File: src/hdl/ipc_pkg.sv
`default_nettype none

package ipc_pkg;

  localparam int WINDOW_DEF = 15;
  localparam int SAMPLE_W   = 10;
  localparam int SAMPLE_MAX = (1 << SAMPLE_W) - 1;
  localparam int TIMER_W    = 16;
  localparam int OP_W       = 2;
  localparam int ADDR_W     = 5;
  localparam int DATA_W     = 32;
  localparam int REG_IDX_W  = 3;

  // operation codes
  localparam logic [OP_W-1:0] OP_SAMPLE = 2'd0;
  localparam logic [OP_W-1:0] OP_START  = 2'd1;
  localparam logic [OP_W-1:0] OP_STOP   = 2'd2;

  // register indexes
  localparam logic [REG_IDX_W-1:0] REG_DRY      = 3'd0;
  localparam logic [REG_IDX_W-1:0] REG_WET      = 3'd1;
  localparam logic [REG_IDX_W-1:0] REG_MIN_RUN  = 3'd2;
  localparam logic [REG_IDX_W-1:0] REG_MAX_RUN  = 3'd3;
  localparam logic [REG_IDX_W-1:0] REG_COOLDOWN = 3'd4;

  // register reset values
  localparam logic [SAMPLE_W-1:0] DRY_RST      = 10'd450;
  localparam logic [SAMPLE_W-1:0] WET_RST      = 10'd520;
  localparam logic [TIMER_W-1:0]  MIN_RUN_RST  = 16'd100;
  localparam logic [TIMER_W-1:0]  MAX_RUN_RST  = 16'd600;
  localparam logic [TIMER_W-1:0]  COOLDOWN_RST = 16'd300;

  typedef enum logic [1:0] {
    MODE_IDLE     = 2'd0,
    MODE_WATERING = 2'd1,
    MODE_COOLDOWN = 2'd2
  } mode_e;

  typedef struct packed {
    logic [SAMPLE_W-1:0] dry_threshold;
    logic [SAMPLE_W-1:0] wet_threshold;
    logic [TIMER_W-1:0]  min_run_ticks;
    logic [TIMER_W-1:0]  max_run_ticks;
    logic [TIMER_W-1:0]  cooldown_ticks;
  } cfg_t;

  // controller -> datapath
  typedef struct packed {
    logic load;      // capture the input transfer
    logic sample;    // ring/sum update, divider load
    logic div_step;  // one quotient bit
    logic step;      // mode machine step
    logic emit;      // load the output register
  } cmd_t;

  // datapath -> controller
  typedef struct packed {
    logic new_is_sample;  // incoming operation is a sample tick
    logic div_done;
    logic out_free;
  } stat_t;

endpackage

`default_nettype wire

File: src/hdl/ipc_cfg.sv
`default_nettype none

module ipc_cfg (
  input  wire logic                       clk_i,
  input  wire logic                       rst_ni,
  input  wire logic                       psel,
  input  wire logic                       penable,
  input  wire logic                       pwrite,
  input  wire logic [ipc_pkg::ADDR_W-1:0] paddr,
  input  wire logic [ipc_pkg::DATA_W-1:0] pwdata,
  output logic      [ipc_pkg::DATA_W-1:0] prdata,
  output logic                            pready,
  output ipc_pkg::cfg_t                   cfg_o
);

  ipc_pkg::cfg_t cfg_q, cfg_d;
  logic [ipc_pkg::REG_IDX_W-1:0] idx;
  logic wr_en;

  assign idx    = paddr[ipc_pkg::ADDR_W-1:2];
  assign wr_en  = psel && penable && pwrite;
  assign pready = 1'b1;
  assign cfg_o  = cfg_q;

  always_comb begin
    cfg_d = cfg_q;
    if (wr_en) begin
      unique case (idx)
        ipc_pkg::REG_DRY:      cfg_d.dry_threshold  = pwdata[ipc_pkg::SAMPLE_W-1:0];
        ipc_pkg::REG_WET:      cfg_d.wet_threshold  = pwdata[ipc_pkg::SAMPLE_W-1:0];
        ipc_pkg::REG_MIN_RUN:  cfg_d.min_run_ticks  = pwdata[ipc_pkg::TIMER_W-1:0];
        ipc_pkg::REG_MAX_RUN:  cfg_d.max_run_ticks  = pwdata[ipc_pkg::TIMER_W-1:0];
        ipc_pkg::REG_COOLDOWN: cfg_d.cooldown_ticks = pwdata[ipc_pkg::TIMER_W-1:0];
        default: ;
      endcase
    end
  end

  always_comb begin
    unique case (idx)
      ipc_pkg::REG_DRY:      prdata = ipc_pkg::DATA_W'(cfg_q.dry_threshold);
      ipc_pkg::REG_WET:      prdata = ipc_pkg::DATA_W'(cfg_q.wet_threshold);
      ipc_pkg::REG_MIN_RUN:  prdata = ipc_pkg::DATA_W'(cfg_q.min_run_ticks);
      ipc_pkg::REG_MAX_RUN:  prdata = ipc_pkg::DATA_W'(cfg_q.max_run_ticks);
      ipc_pkg::REG_COOLDOWN: prdata = ipc_pkg::DATA_W'(cfg_q.cooldown_ticks);
      default:               prdata = '0;
    endcase
  end

  always_ff @(posedge clk_i or negedge rst_ni) begin
    if (!rst_ni) begin
      cfg_q.dry_threshold  <= ipc_pkg::DRY_RST;
      cfg_q.wet_threshold  <= ipc_pkg::WET_RST;
      cfg_q.min_run_ticks  <= ipc_pkg::MIN_RUN_RST;
      cfg_q.max_run_ticks  <= ipc_pkg::MAX_RUN_RST;
      cfg_q.cooldown_ticks <= ipc_pkg::COOLDOWN_RST;
    end else begin
      cfg_q <= cfg_d;
    end
  end

endmodule

`default_nettype wire

File: src/hdl/ipc_ctrl.sv
`default_nettype none

module ipc_ctrl (
  input  wire logic           clk_i,
  input  wire logic           rst_ni,
  input  wire logic           in_valid_i,
  output logic                in_stall_o,
  input  wire ipc_pkg::stat_t stat_i,
  output ipc_pkg::cmd_t       cmd_o
);

  typedef enum logic [2:0] {
    ST_READY,
    ST_SAMPLE,
    ST_DIVIDE,
    ST_STEP,
    ST_EMIT
  } state_e;

  state_e state_q, state_d;

  assign in_stall_o = (state_q != ST_READY);

  always_comb begin
    cmd_o   = '0;
    state_d = state_q;
    unique case (state_q)
      ST_READY: begin
        if (in_valid_i) begin
          cmd_o.load = 1'b1;
          state_d    = stat_i.new_is_sample ? ST_SAMPLE : ST_STEP;
        end
      end
      ST_SAMPLE: begin
        cmd_o.sample = 1'b1;
        state_d      = ST_DIVIDE;
      end
      ST_DIVIDE: begin
        if (stat_i.div_done) begin
          state_d = ST_STEP;
        end else begin
          cmd_o.div_step = 1'b1;
        end
      end
      ST_STEP: begin
        cmd_o.step = 1'b1;
        state_d    = ST_EMIT;
      end
      ST_EMIT: begin
        if (stat_i.out_free) begin
          cmd_o.emit = 1'b1;
          state_d    = ST_READY;
        end
      end
      default: state_d = ST_READY;
    endcase
  end

  always_ff @(posedge clk_i or negedge rst_ni) begin
    if (!rst_ni) begin
      state_q <= ST_READY;
    end else begin
      state_q <= state_d;
    end
  end

endmodule

`default_nettype wire

File: src/hdl/ipc_datapath.sv
`default_nettype none

module ipc_datapath #(
  parameter int WINDOW = ipc_pkg::WINDOW_DEF
) (
  input  wire logic                         clk_i,
  input  wire logic                         rst_ni,
  input  wire ipc_pkg::cmd_t                cmd_i,
  output ipc_pkg::stat_t                    stat_o,
  input  wire ipc_pkg::cfg_t                cfg_i,
  input  wire logic [ipc_pkg::OP_W-1:0]     operation_i,
  input  wire logic [ipc_pkg::SAMPLE_W-1:0] soil_sample_i,
  input  wire logic                         tank_water_i,
  output logic                              out_valid_o,
  input  wire logic                         out_stall_i,
  output logic                              pump_on_o,
  output logic      [1:0]                   mode_o,
  output logic      [ipc_pkg::SAMPLE_W-1:0] moisture_average_o,
  output logic                              start_refused_o
);

  localparam int SW     = ipc_pkg::SAMPLE_W;
  localparam int TW     = ipc_pkg::TIMER_W;
  localparam int SUM_W  = $clog2(ipc_pkg::SAMPLE_MAX * WINDOW + 1);
  localparam int FILL_W = $clog2(WINDOW + 1);
  localparam int SLOT_W = (WINDOW > 1) ? $clog2(WINDOW) : 1;
  localparam int CNT_W  = $clog2(SUM_W + 1);

  // captured item
  logic [ipc_pkg::OP_W-1:0] op_q;
  logic [SW-1:0]            sample_q;
  logic                     water_q;

  // averaging state
  logic [SW-1:0]     ring_q [WINDOW];
  logic [SLOT_W-1:0] slot_q, slot_d;
  logic [FILL_W-1:0] fill_q, fill_d;
  logic [SUM_W-1:0]  sum_q, sum_d, drop;
  logic              full;

  // divider
  logic [SUM_W-1:0]  quo_q;
  logic [FILL_W-1:0] rem_q;
  logic [CNT_W-1:0]  cnt_q;
  logic [FILL_W:0]   trial;
  logic              fits;

  // mode machine
  ipc_pkg::mode_e mode_q, mode_d;
  logic [TW-1:0]  timer_q, timer_d, timer_inc;
  logic [SW-1:0]  avg_q, avg_new;
  logic           refused_q, refused_d;

  logic out_valid_q;

  assign full = (fill_q == FILL_W'(WINDOW));
  assign drop = full ? SUM_W'(ring_q[slot_q]) : '0;
  assign sum_d = sum_q - drop + SUM_W'(sample_q);
  assign fill_d = full ? fill_q : fill_q + 1'b1;
  assign slot_d = (slot_q == SLOT_W'(WINDOW - 1)) ? '0 : slot_q + 1'b1;

  // restoring division, one quotient bit per cycle
  assign trial = {rem_q, quo_q[SUM_W-1]};
  assign fits  = (trial >= {1'b0, fill_q});

  assign stat_o.new_is_sample = (operation_i == ipc_pkg::OP_SAMPLE);
  assign stat_o.div_done      = (cnt_q == CNT_W'(SUM_W));
  assign stat_o.out_free      = !out_valid_q || !out_stall_i;

  assign timer_inc = (timer_q == '1) ? timer_q : timer_q + 1'b1;

  always_comb begin
    mode_d    = mode_q;
    timer_d   = timer_q;
    avg_new   = avg_q;
    refused_d = 1'b0;
    unique case (op_q)
      ipc_pkg::OP_SAMPLE: begin
        avg_new = quo_q[SW-1:0];
        timer_d = timer_inc;
        unique case (mode_q)
          ipc_pkg::MODE_IDLE: begin
            if (avg_new <= cfg_i.dry_threshold && water_q) begin
              mode_d  = ipc_pkg::MODE_WATERING;
              timer_d = '0;
            end
          end
          ipc_pkg::MODE_WATERING: begin
            if (!water_q || timer_inc >= cfg_i.max_run_ticks ||
                (avg_new >= cfg_i.wet_threshold && timer_inc >= cfg_i.min_run_ticks)) begin
              mode_d  = ipc_pkg::MODE_COOLDOWN;
              timer_d = '0;
            end
          end
          ipc_pkg::MODE_COOLDOWN: begin
            if (timer_inc >= cfg_i.cooldown_ticks) begin
              mode_d  = ipc_pkg::MODE_IDLE;
              timer_d = '0;
            end
          end
          default: begin
            mode_d  = ipc_pkg::MODE_IDLE;
            timer_d = '0;
          end
        endcase
      end
      ipc_pkg::OP_START: begin
        if (mode_q == ipc_pkg::MODE_IDLE && water_q) begin
          mode_d  = ipc_pkg::MODE_WATERING;
          timer_d = '0;
        end else begin
          refused_d = 1'b1;
        end
      end
      ipc_pkg::OP_STOP: begin
        mode_d  = ipc_pkg::MODE_COOLDOWN;
        timer_d = '0;
      end
      default: ;
    endcase
  end

  // control state
  always_ff @(posedge clk_i or negedge rst_ni) begin
    if (!rst_ni) begin
      slot_q      <= '0;
      fill_q      <= '0;
      sum_q       <= '0;
      mode_q      <= ipc_pkg::MODE_IDLE;
      timer_q     <= '0;
      avg_q       <= '0;
      cnt_q       <= '0;
      out_valid_q <= 1'b0;
    end else begin
      if (cmd_i.sample) begin
        slot_q <= slot_d;
        fill_q <= fill_d;
        sum_q  <= sum_d;
        cnt_q  <= '0;
      end else if (cmd_i.div_step) begin
        cnt_q <= cnt_q + 1'b1;
      end
      if (cmd_i.step) begin
        mode_q  <= mode_d;
        timer_q <= timer_d;
        avg_q   <= avg_new;
      end
      if (cmd_i.emit) begin
        out_valid_q <= 1'b1;
      end else if (!out_stall_i) begin
        out_valid_q <= 1'b0;
      end
    end
  end

  // payload
  always_ff @(posedge clk_i) begin
    if (cmd_i.load) begin
      op_q     <= operation_i;
      sample_q <= soil_sample_i;
      water_q  <= tank_water_i;
    end
    if (cmd_i.sample) begin
      ring_q[slot_q] <= sample_q;
      quo_q          <= sum_d;
      rem_q          <= '0;
    end else if (cmd_i.div_step) begin
      quo_q <= {quo_q[SUM_W-2:0], fits};
      rem_q <= fits ? FILL_W'(trial - {1'b0, fill_q}) : trial[FILL_W-1:0];
    end
    if (cmd_i.step) begin
      refused_q <= refused_d;
    end
    if (cmd_i.emit) begin
      pump_on_o          <= (mode_q == ipc_pkg::MODE_WATERING);
      mode_o             <= mode_q;
      moisture_average_o <= avg_q;
      start_refused_o    <= refused_q;
    end
  end

  assign out_valid_o = out_valid_q;

endmodule

`default_nettype wire

File: src/hdl/irrigation_pump_controller.sv
// Irrigation pump controller.
// Input channel (in_valid_i / in_stall_o): one transfer per event, carrying
//   operation_i (sample tick, manual start, manual stop), soil_sample_i and
//   tank_water_i. A transfer happens when valid is high and stall is low.
// Output channel (out_valid_o / out_stall_i): exactly one result per input
//   transfer: pump_on_o, mode_o, moisture_average_o, start_refused_o.
// Sequencing: a sample tick goes through capture, ring update, the
//   bit-serial divider forming the moving average (one quotient bit per
//   cycle), mode step and emit; other operations skip the ring update and
//   the divider. One item is processed at a time; the next input transfer
//   is taken the cycle after the result is loaded into the output register.
// Stall: the result waits in the output register; a new item is taken and
//   processed meanwhile, and it holds in its last step until the register
//   frees up.
// Reset (rst_ni, async low): mode idle, timer, averages and fill count zero,
//   thresholds and times back to their defaults. The sample ring is not
//   cleared; entries are read only after the window has filled.
// Config: APB registers at byte addresses 0,4,8,12,16 (dry, wet, min run,
//   max run, cooldown); write only while no item is in flight.
`default_nettype none

module irrigation_pump_controller #(
  parameter int WINDOW = ipc_pkg::WINDOW_DEF
) (
  input  wire logic                         clk_i,
  input  wire logic                         rst_ni,
  // config port
  input  wire logic                         psel,
  input  wire logic                         penable,
  input  wire logic                         pwrite,
  input  wire logic [ipc_pkg::ADDR_W-1:0]   paddr,
  input  wire logic [ipc_pkg::DATA_W-1:0]   pwdata,
  output logic      [ipc_pkg::DATA_W-1:0]   prdata,
  output logic                              pready,
  // input channel
  input  wire logic                         in_valid_i,
  output logic                              in_stall_o,
  input  wire logic [ipc_pkg::OP_W-1:0]     operation_i,
  input  wire logic [ipc_pkg::SAMPLE_W-1:0] soil_sample_i,
  input  wire logic                         tank_water_i,
  // output channel
  output logic                              out_valid_o,
  input  wire logic                         out_stall_i,
  output logic                              pump_on_o,
  output logic      [1:0]                   mode_o,
  output logic      [ipc_pkg::SAMPLE_W-1:0] moisture_average_o,
  output logic                              start_refused_o
);

  ipc_pkg::cfg_t  cfg;
  ipc_pkg::cmd_t  cmd;
  ipc_pkg::stat_t stat;

  ipc_cfg u_cfg (
    .clk_i   (clk_i),
    .rst_ni  (rst_ni),
    .psel    (psel),
    .penable (penable),
    .pwrite  (pwrite),
    .paddr   (paddr),
    .pwdata  (pwdata),
    .prdata  (prdata),
    .pready  (pready),
    .cfg_o   (cfg)
  );

  // sequencing: capture, ring update, divide, mode step, emit (other operations skip ring update and divide)
  ipc_ctrl u_ctrl (
    .clk_i      (clk_i),
    .rst_ni     (rst_ni),
    .in_valid_i (in_valid_i),
    .in_stall_o (in_stall_o),
    .stat_i     (stat),
    .cmd_o      (cmd)
  );

  ipc_datapath #(
    .WINDOW (WINDOW)
  ) u_dp (
    .clk_i              (clk_i),
    .rst_ni             (rst_ni),
    .cmd_i              (cmd),
    .stat_o             (stat),
    .cfg_i              (cfg),
    .operation_i        (operation_i),
    .soil_sample_i      (soil_sample_i),
    .tank_water_i       (tank_water_i),
    .out_valid_o        (out_valid_o),
    .out_stall_i        (out_stall_i),
    .pump_on_o          (pump_on_o),
    .mode_o             (mode_o),
    .moisture_average_o (moisture_average_o),
    .start_refused_o    (start_refused_o)
  );

endmodule

`default_nettype wire

File: config.mk
export PLATFORM = sky130hd
export DESIGN_NAME = irrigation_pump_controller
export DESIGN_NICKNAME = d
export VERILOG_FILES = /design/src/hdl/ipc_pkg.sv /design/src/hdl/ipc_cfg.sv /design/src/hdl/ipc_ctrl.sv /design/src/hdl/ipc_datapath.sv /design/src/hdl/irrigation_pump_controller.sv
export SDC_FILE = /design/constraint.sdc
export NUM_CORES = 1
export LEC_CHECK = 0
export ABC_AREA = 1
export BUFFER_PORTS_ARGS = -buffer_cell sky130_fd_sc_hd__buf_2
export CAP_MARGIN = 20
export CORE_ASPECT_RATIO = 1.75
export CORE_MARGIN = 3
export CORE_UTILIZATION = 45
export DETAILED_ROUTE_END_ITERATION = 10
export MAX_ROUTING_LAYER = met4
export PLACE_DENSITY_LB_ADDON = 0.25
export SLEW_MARGIN = 20
export SYNTH_ARGS = -nofsm -noshare
export SYNTH_HDL_FRONTEND = slang
export SYNTH_SLANG_ARGS = --single-unit
File: constraint.sdc
create_clock -name clk_i -period 5.65 [get_ports clk_i]
set_input_delay 1.13 -clock clk_i [delete_from_list [all_inputs] [get_ports clk_i]]
set_output_delay 1.13 -clock clk_i [all_outputs]
set_load 0.01 [all_outputs]
After elaboration in Yosys (flattened, before gate mapping)
Memory sizes are Yosys's and may differ from the RTL's.
Index checks and enable logic that the tools add are counted.
Widths: inputs -> output; s select.
{"block": "totals", "register_bits": 172, "ram_bits": 150, "mem_count": 1}
{"memory": "u_dp.ring_q", "depth": 15, "word_bits": 10, "read_ports": 1, "rd_ports_with_merged_regs": 0, "wr": 1, "line_no": "ipc_datapath.sv:35", "text": "logic [SW-1:0] ring_q [WINDOW];"}
{"block": "classes", "addsub": 7, "magnitude_cmp": 6, "eq_ne": 24, "mux": 39, "bitwise_logic": 1, "reduce_logical": 29}
{"cell": "$pmux 16 s3", "count": 2}
{"cell": "$mux 16", "count": 5}
{"cell": "$pmux 16 s5", "count": 1}
{"cell": "$ge 16x16->1", "count": 3}
{"cell": "$mux 14", "count": 2}
{"cell": "$add 16x1->16 const B", "count": 1}
{"cell": "$eq 16x16->1 const B", "count": 1}
{"cell": "$mux 4", "count": 4}
{"cell": "$pmux 3 s5", "count": 1}
{"cell": "$add 14x10->14", "count": 1}
{"cell": "$reduce_and 2->1", "count": 7}
{"cell": "$sub 14x14->14", "count": 1}
{"cell": "$mux 1", "count": 13}
{"cell": "$add 4x1->4 const B", "count": 3}
{"cell": "$eq 3x2->1 const B", "count": 4}
{"cell": "$eq 4x4->1 const B", "count": 3}
{"cell": "$pmux 2 s3", "count": 2}
{"cell": "$ge 10x10->1", "count": 1}
{"cell": "$le 10x10->1", "count": 1}
{"cell": "$mux 10", "count": 1}
{"cell": "$mux 2", "count": 5}
{"cell": "$mux 3", "count": 3}
{"cell": "$ne 3x2->1 const B", "count": 3}
{"cell": "$eq 3x1->1 const B", "count": 2}
{"cell": "17 further kinds", "count": 36}

Logic depth before layout (Yosys ltp)
{"block": "logic_depth", "word_depth": 8, "mapped_depth": 24, "mapped_depth_nobuf": 23}

By module
From an unflattened synthesis, not the netlist that was laid out.
{"block": "hier_totals", "cells_unflattened": 1733, "hier_area_um2": 16816.1}
{"mod": "ipc_datapath", "instances": 1, "cells_per_inst": 1282, "area_per_inst_um2": 12964.9, "seq_area_each_um2": 7221.9}
{"mod": "ipc_cfg", "instances": 1, "cells_per_inst": 420, "area_per_inst_um2": 3641.0, "seq_area_each_um2": 1722.9}
{"mod": "ipc_ctrl", "instances": 1, "cells_per_inst": 31, "area_per_inst_um2": 210.2, "seq_area_each_um2": 75.1}

Worst setup path before layout
OpenSTA, ideal clock, no wires.
{"block": "synth_path", "path_type": "reg-to-reg", "from": "register u_dp.slot_q[1]", "to": "register u_dp.quo_q[10], data pin", "setup_time_ns": 0.255, "arrival_ns": 3.323, "setup_slack_ns": 2.072, "path_stages_with_launch": 20, "path_buffers": 2, "synth_period_minus_slack_ns": 3.578, "path_cell_list": "dfrtp_1 -> buf_2 -> nor2_1 -> buf_2 -> a22oi_1 -> nand2_1 -> nand2_1 -> a41oi_1 -> fa_1 -> fa_1 -> inv_1 -> nand3_1 -> nand2_1 -> a21oi_1 -> o21ai_0 -> inv_1 -> nor2_1 -> o21ai_0 -> nand3_1 -> nand2_1"}
{"block": "synth_via", "elab_chain_cells": 5}
{"item": "start, declared", "line_no": "ipc_datapath.sv:36", "text": "logic [SLOT_W-1:0] slot_q, slot_d;"}
{"item": "start signal, assigned", "line_no": "ipc_datapath.sv:136", "text": "slot_q <= slot_d;"}
{"item": "$mem_v2 15x10"}
{"item": "$mux 10", "line_no": "ipc_datapath.sv:57", "text": "assign drop = full ? SUM_W'(ring_q[slot_q]) : '0;"}
{"item": "$sub 14x14->14", "line_no": "ipc_datapath.sv:58", "text": "assign sum_d = sum_q - drop + SUM_W'(sample_q);"}
{"item": "$add 14x10->14", "line_no": "ipc_datapath.sv:58"}
{"item": "$mux 14", "line_no": "ipc_datapath.sv:163", "text": "if (cmd_i.sample) begin"}
{"item": "end signal, assigned", "line_no": "ipc_datapath.sv:165", "text": "quo_q <= sum_d;"}
{"item": "end signal, assigned", "line_no": "ipc_datapath.sv:168", "text": "quo_q <= {quo_q[SUM_W-2:0], fits};"}
{"item": "end, declared", "line_no": "ipc_datapath.sv:42", "text": "logic [SUM_W-1:0] quo_q;"}
Every way passes these cells.
A chain may end at the register's enable or synchronous reset.

Worst setup path after layout
Same ends and word-level chain as after synthesis.

==> reports/metrics.cfg <==
[outcome]
outcome=finished, final reports clean

[global_routing]
gr-total-overflow=0
grt_pass1_vias=11486
grt_pass1_wl_um=63090
grt_util_all_layers_pct=22.25
grt_antenna_before_repair=0
grt_max_degree=50

[finish]
utilization_pct=51.37
area.growth.synth_to_final_pct=11.94
nFillCells=3101
final_common_cell=nand2_1
fin_nets=1848
drive_gt1_share_pct=9.942
diodes=0
most-common-layout-cells=nand2_1 (362), inv_1 (216), edfxtp_1 (192), o21ai_0 (134), dfrtp_1 (109)

[floorplanning]
boundaryPins=106
fp.coreArea_um2=34800
fp.dieH_um=255.2
rows=90
die_area_um2=37870
start_util_pct=45.89
fp.dieW_um=148.4

[route]
first_pass_iters=5
drc=0
drtIter0Drc=640
avgRoutedWirePerCell_um=18.81
routed_wl_um=40820
viasPerCell=5.340
num_vias=11588
ant_nets=0

[setup_path]
worst-path-max-fanout=25
arrival_ns=4.92
cp-endpoint=u_dp.quo_q[10]
path_cells=nand2_1 > inv_1 > a22oi_1 > nand2_1 > nand2_1 > a41oi_1 > fa_1 > fa_1 > inv_1 > nand3_1 > nand2_1 > a21oi_1 > o21ai_0 > inv_1 > nor2_1 > o21ai_0 > nand3_1 > nand2_1
cp_num_cells=18
crit_family=compound AO/OA/AOI/OAI gates
r2r-start=u_dp.slot_q[1]
critical_path_class=reg2reg
timing.critical_path.from=u_dp.slot_q[1]
cpMaxStageDelayCell=inv_1
max_stage_delay_ns=0.72
crit_path_frequent_cell=nand2_1
cp.required_ns=5.99
r2r_slack_ns=1.07
timing.rr.end=u_dp.quo_q[10]
cp_num_buf_inv=3
r2r_cells=18
crit_path_end_kind=flop
cp-start-kind=flop

[sta]
setup_ws_ns=1.070
setup_viol=0
post-route-period-util_pct=81.05
rsz0062_at_grt=no
worstMarginPinSlew_ns=1.025
fmax_mhz=218.4
min_period_ns=4.580
fin_tns_setup_ns=0
hold_violations=0
maxSlewHeadroom_pct=31.52
slew_violations=0
skew_ns=0.01583

[logic_synthesis]
syn_area_per_cell_um2=9.887
yosysTopAreaCell=edfxtp_1
yosysUniqueCellTypes=47
synth-simple-area-share_pct=13.89
synthXorXnorAreaFrac_pct=1.152
synth_top_area_share_pct=36.11
synthAdderAreaFrac_pct=8.745
yosysSeqAreaShare_pct=56.49
ys_top_cells_by_area=edfxtp_1 (36%), dfrtp_1 (17%), nand2_1 (8.5%), ha_1 (7.4%), inv_1 (5.1%)
synth_top_family_by_area=simple AND/OR/NAND/NOR gates
ys.warnings.count=0
synth_compound_area_share_pct=12.42
syn-cell-area_um2=15970
muxShareOfSynthArea_pct=0.07052
synthCells=1615
ys_ff_latch=322

[pwr]
switching_power_mw=3.042
power_leakage_nw=7.824
irDropWorstVdd_uv=332.4
pwr-share-comb_pct=33.4
clkPwrFrac_pct=25.9
p_sw_share_pct=36.87
intPower_mw=5.208
power_frac_seq_pct=40.8
pwr_density_cell_nw_per_um2=461.5

[clocking]
cts_sinks=322
cts_buffers=30
cts_buffer_depth=3
tritoncts=done
cts.clk_slew.worst_paths_ns=0.06
htree_levels=1
clockRootBuffer=clkbuf_16
cts-resized-gates=0
cts_setup_buffers=0
clock_latency_ns=0.58
cts_hold_buf=0

[placement]
routabilityCongestion=0.9043
dp_slack_ns=1.103
hpwl_um=30000
io_buffers=70

[run]
cap_violations=0

[worst_hold_path]
hold_class=reg2reg

worst register-to-register path, stage by stage, from the launching register on:
cell     delay, ns
dfrtp_1       0.58
nand2_1       0.14
inv_1         0.72
a22oi_1       0.22
nand2_1       0.13
nand2_1       0.10
a41oi_1       0.31
fa_1          0.51
fa_1          0.49
inv_1         0.07
nand3_1       0.06
nand2_1       0.15
a21oi_1       0.11
o21ai_0       0.31
inv_1         0.07
nor2_1        0.13
o21ai_0       0.09
nand3_1       0.09
nand2_1       0.05
synth_stat cells, drive strengths merged:
master / number
a21o: 4
nand4: 14
xnor2: 5
a21oi: 89
a221oi: 12
inv: 220
o22ai: 9
xor2: 16
o221ai: 7
o21ai: 138
edfxtp: 192
conb: 2
a22oi: 60
o21a: 1
clkbuf: 36
dfstp: 17
ha: 94
and3: 1
dfxtp: 4
a21boi: 1
o21bai: 7
nand3: 42
dfrtp: 109
a41oi: 4
nand3b: 2
or2: 3
mux2: 1
a211oi: 4
and2: 1
buf: 25
nor3: 19
nor4: 6
o211ai: 1
nor2: 87
clkinv: 5
nand2: 364
fa: 11
nor3b: 2
sequential cells by signal (all words and copies together), names as in the netlist, 2 cells and up:
name                     cells
u_dp.moisture_average_o     10
u_dp.mode_q                  2
u_dp.avg_q                  10
u_dp.sample_q               10
u_cfg.cfg_o                 68
u_dp.slot_q                  4
u_ctrl.state_q               3
u_dp.op_q                    2
u_dp.sum_q                  14
u_dp.quo_q                  14
u_dp.cnt_q                   4
u_dp.timer_q                16
u_dp.rem_q                   4
u_dp.fill_q                  4
u_dp.mode_o                  2
u_dp.ring_q                150
metrics by stage:
| stage | cell area [um2] | hold WS, ns | power [mW] | std cells |
|---|---|---|---|---|
| floorplan | 16020 | 0.4003 | 5.215 | 1630 |
| global placement | 16780 | 0.4128 | 6.078 | 2112 |
| detailed placement | 16780 | 0.4274 | 6.165 | 2112 |
| CTS | 17850 | 0.4393 | 8.304 | 2168 |
| global route | 17870 | 0.4515 | 8.834 | 2170 |
| finish | 17870 | 0.4345 | 8.250 | 2170 |
power groups by stage:
stage          Combinational (mW)  Clock, mW  Sequential, mW
2_1_floorplan                1.94          0            3.27
3_3_place_gp                 2.68          0            3.39
3_5_place_dp                 2.76          0            3.41
4_1_cts                      2.77       2.17            3.37
5_1_grt                      3.15       2.27            3.41
6_report                     2.75       2.13            3.36
area by class of cell:
class | instances | area [um2] | area share [%]
clock buffers | 47 | 948.4 | 5.306
clock inverters | 9 | 122.6 | 0.6860
inverters | 225 | 844.6 | 4.725
multi-input cells | 1022 | 5878 | 32.89
flip-flops and latches | 322 | 9020 | 50.46
well taps | 460 | 575.6 | 3.220
repair buffers | 85 | 485.5 | 2.716
metal layers:
metal | share of wire, % | track usage, % | routed length [um] | vias to the layer above
li1 | - | - | - | 5605
met1 | 35 | 22.64 | 14270 | 5568
met2 | 55 | 41.38 | 22340 | 312
met3 | 3.9 | 2.161 | 1597 | 103
met4 | 6.4 | 12.66 | 2609 | 0
met5 | 0 | - | 0 | -
worst min-delay path by stage:
| stage | cells past startpoint | end | start | slack (ns) |
|---|---|---|---|---|
| after global placement | 0 | u_dp.start_refused_o | u_dp.refused_q | 0.41 |
| after global routing | 0 | u_dp.start_refused_o | u_dp.refused_q | 0.45 |
| after floorplan | 0 | u_dp.start_refused_o | u_dp.refused_q | 0.40 |
| after detailed placement | 0 | u_dp.start_refused_o | u_dp.refused_q | 0.43 |
| final | 0 | u_dp.start_refused_o | u_dp.refused_q | 0.43 |
| after CTS | 0 | u_dp.moisture_average_o[0] | u_dp.avg_q[0] | 0.44 |
logic make-up after synthesis:
family / count (synthesis)
xor+xnor: 21
compound gates: 337
flops: 322
other cells: 2
simple gates: 541
mux: 1
buf+inv: 286
fa+ha+maj: 105
Power figures use the tool's default switching activity.
